--- src/rtl/pmtc_pkg.sv ---
package pmtc_pkg;

  localparam int unsigned SAMPLE_W    = 12;
  localparam int unsigned DEBOUNCE_W  = 8;
  localparam int unsigned STROBE_W    = 4;
  localparam int unsigned INTERVAL_W  = 16;
  localparam int unsigned PHASE_W     = 3;
  localparam int unsigned CFG_IDX_W   = 3;
  localparam int unsigned CFG_DATA_W  = 16;

  localparam logic [SAMPLE_W-1:0]   PAPER_THRESHOLD_RST = 12'd550;
  localparam logic [DEBOUNCE_W-1:0] PAPER_DEBOUNCE_RST  = 8'd100;
  localparam logic [STROBE_W-1:0]   STROBE_ON_RST       = 4'd5;
  localparam logic [INTERVAL_W-1:0] STEP_INTERVAL_RST   = 16'd10;
  localparam logic [PHASE_W-1:0]    STEPS_PER_BURST_RST = 3'd4;

  // strobe frame bound: a frame ends once its off ticks plus the on-ticks setting exceed it
  localparam logic [STROBE_W:0]     STROBE_FRAME        = 5'd10;

  typedef enum logic [CFG_IDX_W-1:0] {
    CFG_PAPER_THRESHOLD = 3'd0,
    CFG_PAPER_DEBOUNCE  = 3'd1,
    CFG_STROBE_ON_TICKS = 3'd2,
    CFG_STEP_INTERVAL   = 3'd3,
    CFG_STEPS_PER_BURST = 3'd4
  } cfg_idx_t;

  typedef enum logic [1:0] {
    STROBE_OFF   = 2'd0,
    STROBE_ON    = 2'd1,
    STROBE_RESET = 2'd2
  } strobe_state_t;

  typedef struct packed {
    logic [SAMPLE_W-1:0] paper_sample;
    logic                heat_master_set;
    logic                heat_master_clear;
    logic                heat_run_set;
    logic                motor_master_set;
    logic                motor_master_clear;
    logic                motor_start;
  } in_item_t;

  typedef struct packed {
    logic               paper_present;
    logic [1:0]         strobe_state;
    logic               step_pulse;
    logic [PHASE_W-1:0] step_phase_out;
    logic               motor_busy;
    logic               heat_enabled;
    logic               motor_enabled;
  } out_item_t;

endpackage

--- src/rtl/pmtc_in_if.sv ---
interface pmtc_in_if;
  logic               valid;
  logic               ready;
  pmtc_pkg::in_item_t data;

  modport source (output valid, output data, input ready);
  modport sink (input valid, input data, output ready);
endinterface

--- src/rtl/pmtc_out_if.sv ---
interface pmtc_out_if;
  logic                valid;
  logic                ready;
  pmtc_pkg::out_item_t data;

  modport source (output valid, output data, input ready);
  modport sink (input valid, input data, output ready);
endinterface

--- src/rtl/print_head_motor_tick_controller.sv ---
// result: each input transfer's result is registered into the output register
// throughput: one tick per cycle; a new tick is taken whenever the output register
// is empty or being drained in the same cycle
// reset (rst_n low, synchronous): all counters and enables clear, registers return
// to their default settings, output register empties
module print_head_motor_tick_controller (
  input  logic                                 clk,
  input  logic                                 rst_n,
  input  logic                                 cfg_we,
  input  logic [pmtc_pkg::CFG_IDX_W-1:0]       cfg_addr,
  input  logic [pmtc_pkg::CFG_DATA_W-1:0]      cfg_wdata,
  pmtc_in_if.sink                              in_ch,
  pmtc_out_if.source                           out_ch
);
  import pmtc_pkg::*;

  // configuration
  logic [SAMPLE_W-1:0]   paper_threshold_r;
  logic [DEBOUNCE_W-1:0] paper_debounce_r;
  logic [STROBE_W-1:0]   strobe_on_ticks_r;
  logic [INTERVAL_W-1:0] step_interval_r;
  logic [PHASE_W-1:0]    steps_per_burst_r;

  // tick state
  logic [DEBOUNCE_W-1:0] present_count_r, present_count_nxt;
  logic [DEBOUNCE_W-1:0] absent_count_r, absent_count_nxt;
  logic                  paper_flag_r, paper_flag_nxt;
  logic                  heat_master_r, heat_master_nxt;
  logic                  heat_run_r, heat_run_nxt;
  logic [STROBE_W-1:0]   strobe_high_r, strobe_high_nxt;
  logic [STROBE_W-1:0]   strobe_low_r, strobe_low_nxt;
  logic                  motor_master_r, motor_master_nxt;
  logic                  motor_run_r, motor_run_nxt;
  logic [INTERVAL_W-1:0] tick_count_r, tick_count_nxt;
  logic [PHASE_W-1:0]    step_phase_r, step_phase_nxt;
  logic [PHASE_W-1:0]    burst_count_r, burst_count_nxt;

  logic                  out_valid_r;
  out_item_t             out_data_r, out_data_nxt;

  logic                  in_xfer;
  logic                  step_fire;
  logic [PHASE_W-1:0]    burst_inc;
  logic [STROBE_W-1:0]   low_inc;
  strobe_state_t         strobe_state;

  assign in_ch.ready  = !out_valid_r || out_ch.ready;
  assign in_xfer      = in_ch.valid && in_ch.ready;
  assign out_ch.valid = out_valid_r;
  assign out_ch.data  = out_data_r;

  always_comb begin
    heat_master_nxt  = (heat_master_r || in_ch.data.heat_master_set)
                       && !in_ch.data.heat_master_clear;
    heat_run_nxt     = heat_run_r || in_ch.data.heat_run_set;
    motor_master_nxt = (motor_master_r || in_ch.data.motor_master_set)
                       && !in_ch.data.motor_master_clear;
    motor_run_nxt    = motor_run_r || in_ch.data.motor_start;

    // paper debounce, both counters saturate
    if (in_ch.data.paper_sample < paper_threshold_r) begin
      present_count_nxt = (&present_count_r) ? present_count_r
                                             : present_count_r + 1'b1;
      absent_count_nxt  = '0;
    end else begin
      present_count_nxt = '0;
      absent_count_nxt  = (&absent_count_r) ? absent_count_r
                                            : absent_count_r + 1'b1;
    end
    priority if (absent_count_nxt > paper_debounce_r) begin
      paper_flag_nxt = 1'b0;
    end else if (present_count_nxt > paper_debounce_r) begin
      paper_flag_nxt = 1'b1;
    end else begin
      paper_flag_nxt = paper_flag_r;
    end
    if (!paper_flag_nxt) begin
      heat_master_nxt  = 1'b0;
      motor_master_nxt = 1'b0;
    end

    // heat strobe duty counter
    strobe_high_nxt = strobe_high_r;
    strobe_low_nxt  = strobe_low_r;
    low_inc         = strobe_low_r + 1'b1;
    if (heat_master_nxt && heat_run_nxt) begin
      if (strobe_high_r <= strobe_on_ticks_r) begin
        strobe_state = STROBE_ON;
        if (!(&strobe_high_r)) begin
          strobe_high_nxt = strobe_high_r + 1'b1;
        end
      end else begin
        strobe_state   = STROBE_OFF;
        strobe_low_nxt = low_inc;
        if (({1'b0, low_inc} + {1'b0, strobe_on_ticks_r}) > STROBE_FRAME) begin
          strobe_high_nxt = '0;
          strobe_low_nxt  = '0;
        end
      end
    end else begin
      strobe_state = STROBE_RESET;
      heat_run_nxt = 1'b0;
    end

    // motor step burst
    step_fire       = motor_master_nxt && motor_run_nxt
                      && (tick_count_r >= step_interval_r);
    burst_inc       = burst_count_r + 1'b1;
    step_phase_nxt  = step_phase_r;
    burst_count_nxt = burst_count_r;
    tick_count_nxt  = tick_count_r + 1'b1;
    if (step_fire) begin
      tick_count_nxt  = {{(INTERVAL_W-1){1'b0}}, 1'b1};
      step_phase_nxt  = step_phase_r + 1'b1;
      burst_count_nxt = burst_inc;
      if (burst_inc == steps_per_burst_r) begin
        motor_run_nxt   = 1'b0;
        burst_count_nxt = '0;
      end
    end

    out_data_nxt.paper_present  = paper_flag_nxt;
    out_data_nxt.strobe_state   = strobe_state;
    out_data_nxt.step_pulse     = step_fire;
    out_data_nxt.step_phase_out = step_fire ? step_phase_r : '0;
    out_data_nxt.motor_busy     = motor_run_nxt;
    out_data_nxt.heat_enabled   = heat_master_nxt;
    out_data_nxt.motor_enabled  = motor_master_nxt;
  end

  always_ff @(posedge clk) begin
    if (!rst_n) begin
      paper_threshold_r <= PAPER_THRESHOLD_RST;
      paper_debounce_r  <= PAPER_DEBOUNCE_RST;
      strobe_on_ticks_r <= STROBE_ON_RST;
      step_interval_r   <= STEP_INTERVAL_RST;
      steps_per_burst_r <= STEPS_PER_BURST_RST;
    end else if (cfg_we) begin
      unique case (cfg_addr)
        CFG_PAPER_THRESHOLD: paper_threshold_r <= cfg_wdata[SAMPLE_W-1:0];
        CFG_PAPER_DEBOUNCE:  paper_debounce_r  <= cfg_wdata[DEBOUNCE_W-1:0];
        CFG_STROBE_ON_TICKS: strobe_on_ticks_r <= cfg_wdata[STROBE_W-1:0];
        CFG_STEP_INTERVAL:   step_interval_r   <= cfg_wdata[INTERVAL_W-1:0];
        CFG_STEPS_PER_BURST: steps_per_burst_r <= cfg_wdata[PHASE_W-1:0];
        default: ;
      endcase
    end
  end

  always_ff @(posedge clk) begin
    if (!rst_n) begin
      present_count_r <= '0;
      absent_count_r  <= '0;
      paper_flag_r    <= 1'b0;
      heat_master_r   <= 1'b0;
      heat_run_r      <= 1'b0;
      strobe_high_r   <= '0;
      strobe_low_r    <= '0;
      motor_master_r  <= 1'b0;
      motor_run_r     <= 1'b0;
      tick_count_r    <= '0;
      step_phase_r    <= '0;
      burst_count_r   <= '0;
      out_valid_r     <= 1'b0;
    end else begin
      if (in_xfer) begin
        present_count_r <= present_count_nxt;
        absent_count_r  <= absent_count_nxt;
        paper_flag_r    <= paper_flag_nxt;
        heat_master_r   <= heat_master_nxt;
        heat_run_r      <= heat_run_nxt;
        strobe_high_r   <= strobe_high_nxt;
        strobe_low_r    <= strobe_low_nxt;
        motor_master_r  <= motor_master_nxt;
        motor_run_r     <= motor_run_nxt;
        tick_count_r    <= tick_count_nxt;
        step_phase_r    <= step_phase_nxt;
        burst_count_r   <= burst_count_nxt;
        out_valid_r     <= 1'b1;
      end else if (out_ch.ready) begin
        out_valid_r <= 1'b0;
      end
    end
  end

  // result payload holds until the next transfer in
  always_ff @(posedge clk) begin
    if (in_xfer) begin
      out_data_r <= out_data_nxt;
    end
  end

endmodule
--- src/flat_wrapper.sv ---
// flat-port wrapper written by rule: the top's interface ports become plain ports
module print_head_motor_tick_controller_flat import pmtc_pkg::*;
  (clk, rst_n, cfg_we, cfg_addr, cfg_wdata, in_ch_valid, in_ch_data, in_ch_ready, out_ch_valid, out_ch_data, out_ch_ready);
  pmtc_in_if in_ch_i ();
  pmtc_out_if out_ch_i ();
  input  logic clk;
  input  logic rst_n;
  input  logic cfg_we;
  input  logic [pmtc_pkg::CFG_IDX_W-1:0] cfg_addr;
  input  logic [pmtc_pkg::CFG_DATA_W-1:0] cfg_wdata;
  input wire logic [$bits(in_ch_i.valid)-1:0] in_ch_valid;
  input wire logic [$bits(in_ch_i.data)-1:0] in_ch_data;
  output wire logic [$bits(in_ch_i.ready)-1:0] in_ch_ready;
  output wire logic [$bits(out_ch_i.valid)-1:0] out_ch_valid;
  output wire logic [$bits(out_ch_i.data)-1:0] out_ch_data;
  input wire logic [$bits(out_ch_i.ready)-1:0] out_ch_ready;
  assign in_ch_i.valid = in_ch_valid;
  assign in_ch_i.data = in_ch_data;
  assign in_ch_ready = in_ch_i.ready;
  assign out_ch_valid = out_ch_i.valid;
  assign out_ch_data = out_ch_i.data;
  assign out_ch_i.ready = out_ch_ready;
  print_head_motor_tick_controller u_core (.clk(clk), .rst_n(rst_n), .cfg_we(cfg_we), .cfg_addr(cfg_addr), .cfg_wdata(cfg_wdata), .in_ch(in_ch_i), .out_ch(out_ch_i));
endmodule
--- config.mk ---
export PLATFORM = sky130hd
export DESIGN_NAME = print_head_motor_tick_controller_flat
export DESIGN_NICKNAME = d
export VERILOG_FILES = /design/src/rtl/pmtc_pkg.sv /design/src/rtl/pmtc_in_if.sv /design/src/rtl/pmtc_out_if.sv /design/src/rtl/print_head_motor_tick_controller.sv /design/src/flat_wrapper.sv
export SDC_FILE = /design/constraint.sdc
export NUM_CORES = 1
export LEC_CHECK = 0
export ABC_AREA = 1
export BUFFER_PORTS_ARGS = -buffer_cell sky130_fd_sc_hd__buf_2
export CAP_MARGIN = 20
export CORE_ASPECT_RATIO = 1.75
export CORE_MARGIN = 1.5
export CORE_UTILIZATION = 45
export CTS_CLUSTER_SIZE = 20
export DETAILED_ROUTE_END_ITERATION = 12
export HOLD_SLACK_MARGIN = 0.08
export PLACE_DENSITY = 0.63
export SLEW_MARGIN = 20
export SYNTH_ARGS = -nofsm -noshare
export SYNTH_HDL_FRONTEND = slang
export SYNTH_SLANG_ARGS = --single-unit
--- constraint.sdc ---
create_clock -name clk -period 3.75 [get_ports clk]
set_input_delay 0.75 -clock clk [delete_from_list [all_inputs] [get_ports clk]]
set_output_delay 0.75 -clock clk [all_outputs]
set_load 0.02 [all_outputs]
==> results_dict.tcl, run 1 <==
set metrics [dict create \
    status "finished, final reports clean" \
    cpMostUsedCell "nand2_1" \
    p_comb_frac 0.122 \
    setup_viol 0 \
    r2r_cells 22 \
    antenna_found_initial 0 \
    cp.arrival_ns 3.55 \
    p_sw_uw 659.1 \
    drt_pass1_iterations 4 \
    antenna_left 0 \
    n_antenna_cell 0 \
    crit_required_ns 3.99 \
    initial_core_util 0.4607 \
    cts_resized 0 \
    clockBufferDepth 2 \
    cts_max_level 3 \
    tightestPinTransition_ns 0.7338 \
    clkPwrFrac 0.377 \
    grt_max_degree 60 \
    grt_pass1_vias 5011 \
    internal_power_mw 1.736 \
    ios 54 \
    yosys.area.top_type "dfxtp_1" \
    hpwl_mm 10.85 \
    period_share 0.8819 \
    placedCellCount 1000 \
    synth_top_area_share 0.3208 \
    gp_congestion 0.8479 \
    wirelength_mm 13.78 \
    r2r-start "u_core.present_count_r[0]$_SDFFE_PN0P_" \
    total_power_mw 2.395 \
    portBuffers 53 \
    synth_fp_nets 891 \
    overflow 0 \
    die_y_um 154.8 \
    clk_latency_ns 0.35 \
    min_path_cells 2 \
    drive_above_1_share 0.1314 \
    critPathKind "flip-flop to flip-flop" \
    worstHoldStart "u_core.paper_threshold_r[3]$_SDFFE_PN0P_" \
    end_kind "flip-flop" \
    cts_setup_buffers 0 \
    yosys_warnings 0 \
    coreArea_um2 12870 \
    cts_tree "done" \
    seqPwrFrac 0.501 \
    p_per_area_nw_per_um2 360.4 \
    synth_seq_area_share 0.3715 \
    rsz0062_at_grt "false" \
    holdPathEnd "u_core.paper_threshold_r[3]$_SDFFE_PN0P_" \
    cp_slowest_cell "dfxtp_1" \
    clkTransAtPathRegs_ns 0.07 \
    p_leak_nw 3.156 \
    wl_per_cell_um 13.57 \
    ys.flop_type "dfxtp_1" \
    row_count 55 \
    syn_inst 790 \
    path_max_fanout 10 \
    postCtsHoldBufs 0 \
    nets 941 \
    fin_worst_skew_ns 0.007386 \
    rrSetupSlack_ns 0.44 \
    maxCapViolations 0 \
    design_area_um2 6646 \
    final_cell_count_no_fill 1016 \
    final_max_slew_viol_count 0 \
    num_vias 5198 \
    worstSetupStartpointType "flip-flop" \
    fin_crit_ns 3.307 \
    ys_ff_latch 105 \
    numCtsBuffers 9 \
    place_area_um2 6362 \
    synthTopCellsByArea "dfxtp_1 (32%), ha_1 (12%), inv_1 (7.8%), nand2_1 (7.8%), a21oi_1 (7.3%)" \
    grt_usage 0.2024 \
    clock_sinks 105 \
    crit_chain "ha_1 -> nand2_1 -> nor3_2 -> nand2_1 -> nor2_2 -> nor2_1 -> xor2_1 -> nand2_1 -> inv_1 -> ha_1 -> nand2_1 -> nor2_1 -> nand2_1 -> nand2_1 -> nand2_1 -> nand2_2 -> nand4_2 -> nor2_2 -> buf_4 -> nand3_1 -> nand2_1 -> nor2_1" \
    synth-edff-count 10 \
    slowest_delay_ns 0.41 \
    rr_endpoint "u_core.strobe_low_r[2]$_SDFFE_PN0P_" \
    root_buffer "clkbuf_16" \
    syn_avg_cell_area_um2 7.504 \
    fmax_ghz 0.3024 \
    slew_headroom 0.5108 \
    ys_top_cells_by_count "inv_1 (123), nand2_1 (123), dfxtp_1 (95)" \
    hold_violations 0 \
    drc 0 \
    setup_tns_ns 0 \
    netlist_area_um2 5928 \
    synth.distinct_cells 42 \
    dieArea_um2 13900 \
    hold_path.class "flip-flop to flip-flop" \
    grt_pass1_wl_mm 22.63 \
    syn_to_final_growth_pct 12.11 \
    die_x_um 89.77 \
    crit_family "simple AND/OR/NAND/NOR gates" \
    detail_route.vias_per_cell 5.116 \
    synth_async_sr_flop_share 0 \
    ir_drop_v 0.0002205 \
    sw_frac_of_total 0.2752 \
    drt_iter0_markers 223 \
    cp_num_buf_inv 2 \
]
-- cell usage in the layout, fill, tap and decap left out, types with 2 or more instances in the layout --
| cell type | Yosys | layout |
|---|---|---|
| a21oi_1 | 87 | 87 |
| buf_2 | 0 | 53 |
| buf_4 | 1 | 5 |
| clkbuf_16 | 0 | 9 |
| clkinv_2 | 1 | 2 |
| clkinvlp_4 | 0 | 3 |
| dfxtp_1 | 95 | 95 |
| edfxtp_1 | 10 | 10 |
| ha_1 | 58 | 58 |
| inv_1 | 123 | 123 |
| inv_2 | 2 | 2 |
| inv_6 | 0 | 3 |
| nand2_1 | 123 | 123 |
| nand2_2 | 7 | 6 |
| nand2_4 | 3 | 4 |
| nand3_1 | 32 | 32 |
| nand3_2 | 2 | 2 |
| nand4_1 | 5 | 5 |
| nand4_2 | 2 | 2 |
| nor2_1 | 80 | 80 |
| nor2_2 | 7 | 7 |
| nor3_1 | 4 | 4 |
| nor3_2 | 3 | 3 |
| nor3_4 | 2 | 2 |
| o211ai_1 | 9 | 9 |
| o21a_1 | 3 | 3 |
| o21ai_0 | 73 | 73 |
| o21bai_1 | 2 | 2 |
| or2_2 | 5 | 5 |
| xnor2_1 | 4 | 4 |
| xor2_1 | 17 | 17 |
-- routing by layer --
layer / global-route usage / routed length, µm / vias to the layer above
li1: - / - / 2678
met1: 0.2122 / 5486 / 2435
met2: 0.4031 / 7708 / 65
met3: 0.02262 / 294 / 20
met4: 0.07937 / 295 / 0
met5: 0 / 0 / -
-- power groups by stage --
stage / sequential, mW / combinational [mW] / clock, mW
2_1_floorplan: 1.23 / 0.194 / 0
3_3_place_gp: 1.22 / 0.284 / 0
3_5_place_dp: 1.23 / 0.296 / 0
4_1_cts: 1.20 / 0.297 / 0.920
5_1_grt: 1.20 / 0.337 / 0.967
6_report: 1.20 / 0.293 / 0.903
-- stage by stage --
| step | setup slack, ns | util | hold WS (ns) |
|---|---|---|---|
| after floorplan | 0.5005 | - | 0.4308 |
| after global placement | 0.1150 | 0.4944 | 0.4505 |
| after detailed placement | 0.07075 | 0.4944 | 0.4552 |
| after CTS | 0.4088 | 0.5161 | 0.4653 |
| after global routing | 0.06512 | 0.5165 | 0.4866 |
| final | 0.4428 | 0.5165 | 0.4586 |
-- flip-flops by register name, indices dropped and copies added, names as in the netlist, 8 cells and up --
| signal | cells |
|---|---|
| u_core.absent_count_r | 8 |
| u_core.out_ch.data | 10 |
| u_core.paper_debounce_r | 8 |
| u_core.paper_threshold_r | 12 |
| u_core.present_count_r | 8 |
| u_core.step_interval_r | 16 |
| u_core.tick_count_r | 16 |
-- final cells by class --
| type | count | area (µm²) |
|---|---|---|
| tap | 171 | 214.0 |
| fill | 1311 | 6222 |
| sequential | 105 | 2202 |
| inverter | 126 | 474.2 |
| multi-input combinational | 540 | 3174 |
| clock buffer | 9 | 225.2 |
| clock inverter | 7 | 53.80 |
| timing repair buffer | 58 | 302.8 |
-- how the worst max path moves through the flow --
stage          slack, ns                                    from                                    to  cells after the start
3_5_place_dp        0.07                          in_ch_data[17]  u_core.tick_count_r[13]$_SDFFE_PN0P_                     21
2_1_floorplan       0.50                          in_ch_data[13]   u_core.tick_count_r[8]$_SDFFE_PN0P_                     19
4_1_cts             0.41  u_core.present_count_r[0]$_SDFFE_PN0P_  u_core.tick_count_r[12]$_SDFFE_PN0P_                     21
3_3_place_gp        0.11                          in_ch_data[17]  u_core.tick_count_r[12]$_SDFFE_PN0P_                     19
6_report            0.44  u_core.present_count_r[0]$_SDFFE_PN0P_   u_core.strobe_low_r[2]$_SDFFE_PN0P_                     22
5_1_grt             0.07   u_core.absent_count_r[0]$_SDFFE_PN0P_   u_core.tick_count_r[6]$_SDFFE_PN0P_                     24
-- logic make-up after synthesis --
group	synth area share
buffers and inverters	0.09392
and+or+nand+nor	0.2161
xor gates and xnor gates	0.03102
DFF	0.3715
adders and majority gates	0.1258
AOI/OAI and AO/OA	0.1617
-- worst reg2reg max path, stage by stage, from the launching register on --
cell and delay [ns]:
dfxtp_1 0.41, ha_1 0.20, nand2_1 0.10, nor3_2 0.22, nand2_1 0.09, nor2_2 0.22, nor2_1 0.10, xor2_1 0.15
nand2_1 0.10, inv_1 0.06, ha_1 0.28, nand2_1 0.04, nor2_1 0.13, nand2_1 0.07, nand2_1 0.05, nand2_1 0.09
nand2_2 0.12, nand4_2 0.11, nor2_2 0.23, buf_4 0.21, nand3_1 0.08, nand2_1 0.09, nor2_1 0.05
Note: power is estimated with default switching activity, not from simulation.
==> inputs of run 2 (changes only) <==
--- a/config.mk
+++ b/config.mk
@@ -9,7 +9,6 @@
 export BUFFER_PORTS_ARGS = -buffer_cell sky130_fd_sc_hd__buf_2
 export CAP_MARGIN = 20
 export CORE_ASPECT_RATIO = 1.75
-export CORE_MARGIN = 1.5
 export CORE_UTILIZATION = 45
 export CTS_CLUSTER_SIZE = 20
 export DETAILED_ROUTE_END_ITERATION = 12
==> constraint.sdc (replaced) <==
create_clock -name clk -period 3.79 [get_ports clk]
set_input_delay 0.758 -clock clk [delete_from_list [all_inputs] [get_ports clk]]
set_output_delay 0.758 -clock clk [all_outputs]
set_load 0.02 [all_outputs]
==> run 2 against run 1 <==
Compared with the run above: sequential power about the same; total power is 4.2% higher; die area shrank 1.8%; largest cell class unchanged; flip-flop and latch count unchanged; sequential share of layout area shrank 0.18 points.
==> results_dict.tcl, run 2 (synthesized netlist as in run 1, its figures left out) <==
set metrics [dict create \
    crit_required_ns 4.02 \
    top_regs "u_core.step_interval_r (16), u_core.tick_count_r (16), u_core.paper_threshold_r (12)" \
    coreArea_um2 12870 \
    antenna_found_initial 0 \
    end_kind "flip-flop" \
    initial_core_util 0.4607 \
    rsz0062_at_grt "false" \
    antenna_left 0 \
    slew_headroom 0.5294 \
    fmax_ghz 0.2896 \
    clock_sinks 105 \
    period_share 0.9111 \
    grt_max_degree 61 \
    wl_per_cell_um 13.71 \
    n_antenna_cell 0 \
    clockBufferDepth 2 \
    portBuffers 53 \
    postCtsHoldBufs 0 \
    drive_above_1_share 0.1303 \
    hpwl_mm 11.00 \
    cp_slowest_cell "ha_1" \
    drc 0 \
    gp_congestion 0.8062 \
    drt_pass1_iterations 4 \
    grt_pass1_vias 5016 \
    num-fill-cells 1291 \
    clk_latency_ns 0.35 \
    p_per_area_nw_per_um2 373.5 \
    critPathKind "input pin to flip-flop" \
    wirelength_mm 13.91 \
    setup_tns_ns 0 \
    hold_ws_ns 0.4652 \
    cp.arrival_ns 3.68 \
    total_power_mw 2.496 \
    worstSetupStartpointType "input pin" \
    ir_drop_v 0.0002188 \
    fin_worst_skew_ns 0.009571 \
    place_area_um2 6355 \
    status "finished, final reports clean" \
    design_area_um2 6683 \
    fin_crit_ns 3.453 \
    setup_viol 0 \
    die_y_um 153.8 \
    overflow 0 \
    cts_setup_buffers 0 \
    grt_usage 0.2156 \
    layout_common_cells "inv_1 (123), nand2_1 (123), dfxtp_1 (95)" \
    cts_resized 0 \
    die_x_um 88.77 \
    num_vias 5159 \
    dieArea_um2 13660 \
    nets 940 \
    drt_iter0_markers 246 \
    clkTransAtPathRegs_ns 0.07 \
    crit_family "simple AND/OR/NAND/NOR gates" \
    cp_num_buf_inv 3 \
    syn_to_final_growth_pct 12.73 \
    p_leak_nw 3.177 \
    crit_chain "buf_2 -> ha_1 -> a21oi_1 -> o31ai_1 -> a21oi_1 -> nand2_2 -> inv_1 -> or2_2 -> inv_1 -> ha_1 -> nand2_1 -> nor2_1 -> nand4_1 -> nand2_2 -> nand3_2 -> nor2_1 -> nand3_2 -> nand2_2 -> nor2_1" \
    slowest_delay_ns 0.29 \
    detail_route.vias_per_cell 5.083 \
    maxCapViolations 0 \
    final_max_slew_viol_count 0 \
    hold_path.class "flip-flop to flip-flop" \
    hold_violations 0 \
    root_buffer "clkbuf_16" \
    numCtsBuffers 9 \
    path_max_fanout 13 \
    cts_tree "done" \
    tightestPinTransition_ns 0.7059 \
    grt_pass1_wl_mm 22.63 \
    row_count 55 \
    cts_max_level 3 \
    ios 54 \
]
[run 2: worst reg2reg max path, delay by kind of cell, from the launching register on]
| kind | cells | cell delay, ns |
|---|---|---|
| buffers and inverters | 3 | 0.30 |
| DFF | 1 | 0.31 |
| and+or+nand+nor | 11 | 1.57 |
| AOI/OAI and AO/OA | 3 | 0.45 |
| adders and majority gates | 2 | 0.55 |
[run 2: final cells by class]
type,instances,area [µm²],share of cell area
multi-input cells,540,3169,0.4743
flip-flops and latches,105,2202,0.3295
inverters,126,474.2,0.07096
repair buffers,57,295.3,0.04419
clock buffers,10,239.0,0.03576
well taps,171,214.0,0.03202
clock inverters,6,88.84,0.01329
[run 2: routing by layer]
metal	GRT usage	wire length (µm)	part of all wire
met5	0	0	0
met4	0.09140	456	0.033
met3	0.03113	386	0.028
met2	0.4103	7675	0.55
met1	0.2253	5393	0.39
[run 2: per-stage QoR]
stage | instances | utilization | setup slack, ns
2_1_floorplan | 790 | - | 0.5325
3_3_place_gp | 999 | 0.4938 | 0.1488
3_5_place_dp | 999 | 0.4938 | 0.02619
4_1_cts | 1015 | 0.5193 | 0.3747
5_1_grt | 1015 | 0.5193 | 0.003099
6_report | 1015 | 0.5193 | 0.3371
[run 2: where the power goes]
group	internal (mW)	total (mW)	switching (mW)
Combinational	0.103	0.293	0.190
Sequential	1.16	1.19	0.0242
Clock	0.598	1.02	0.418
[run 2: final timing paths]
path	startpoint	endpoint	slack [ns]	cells after the start
max	in_ch_data[13]	u_core.tick_count_r[8]$_SDFFE_PN0P_	0.34	19
min	u_core.paper_threshold_r[4]$_SDFFE_PN0P_	u_core.paper_threshold_r[4]$_SDFFE_PN0P_	0.47	2
max reg2reg	u_core.paper_threshold_r[7]$_SDFFE_PN0P_	u_core.tick_count_r[8]$_SDFFE_PN0P_	0.48	19
min reg2reg	u_core.paper_threshold_r[4]$_SDFFE_PN0P_	u_core.paper_threshold_r[4]$_SDFFE_PN0P_	0.47	2
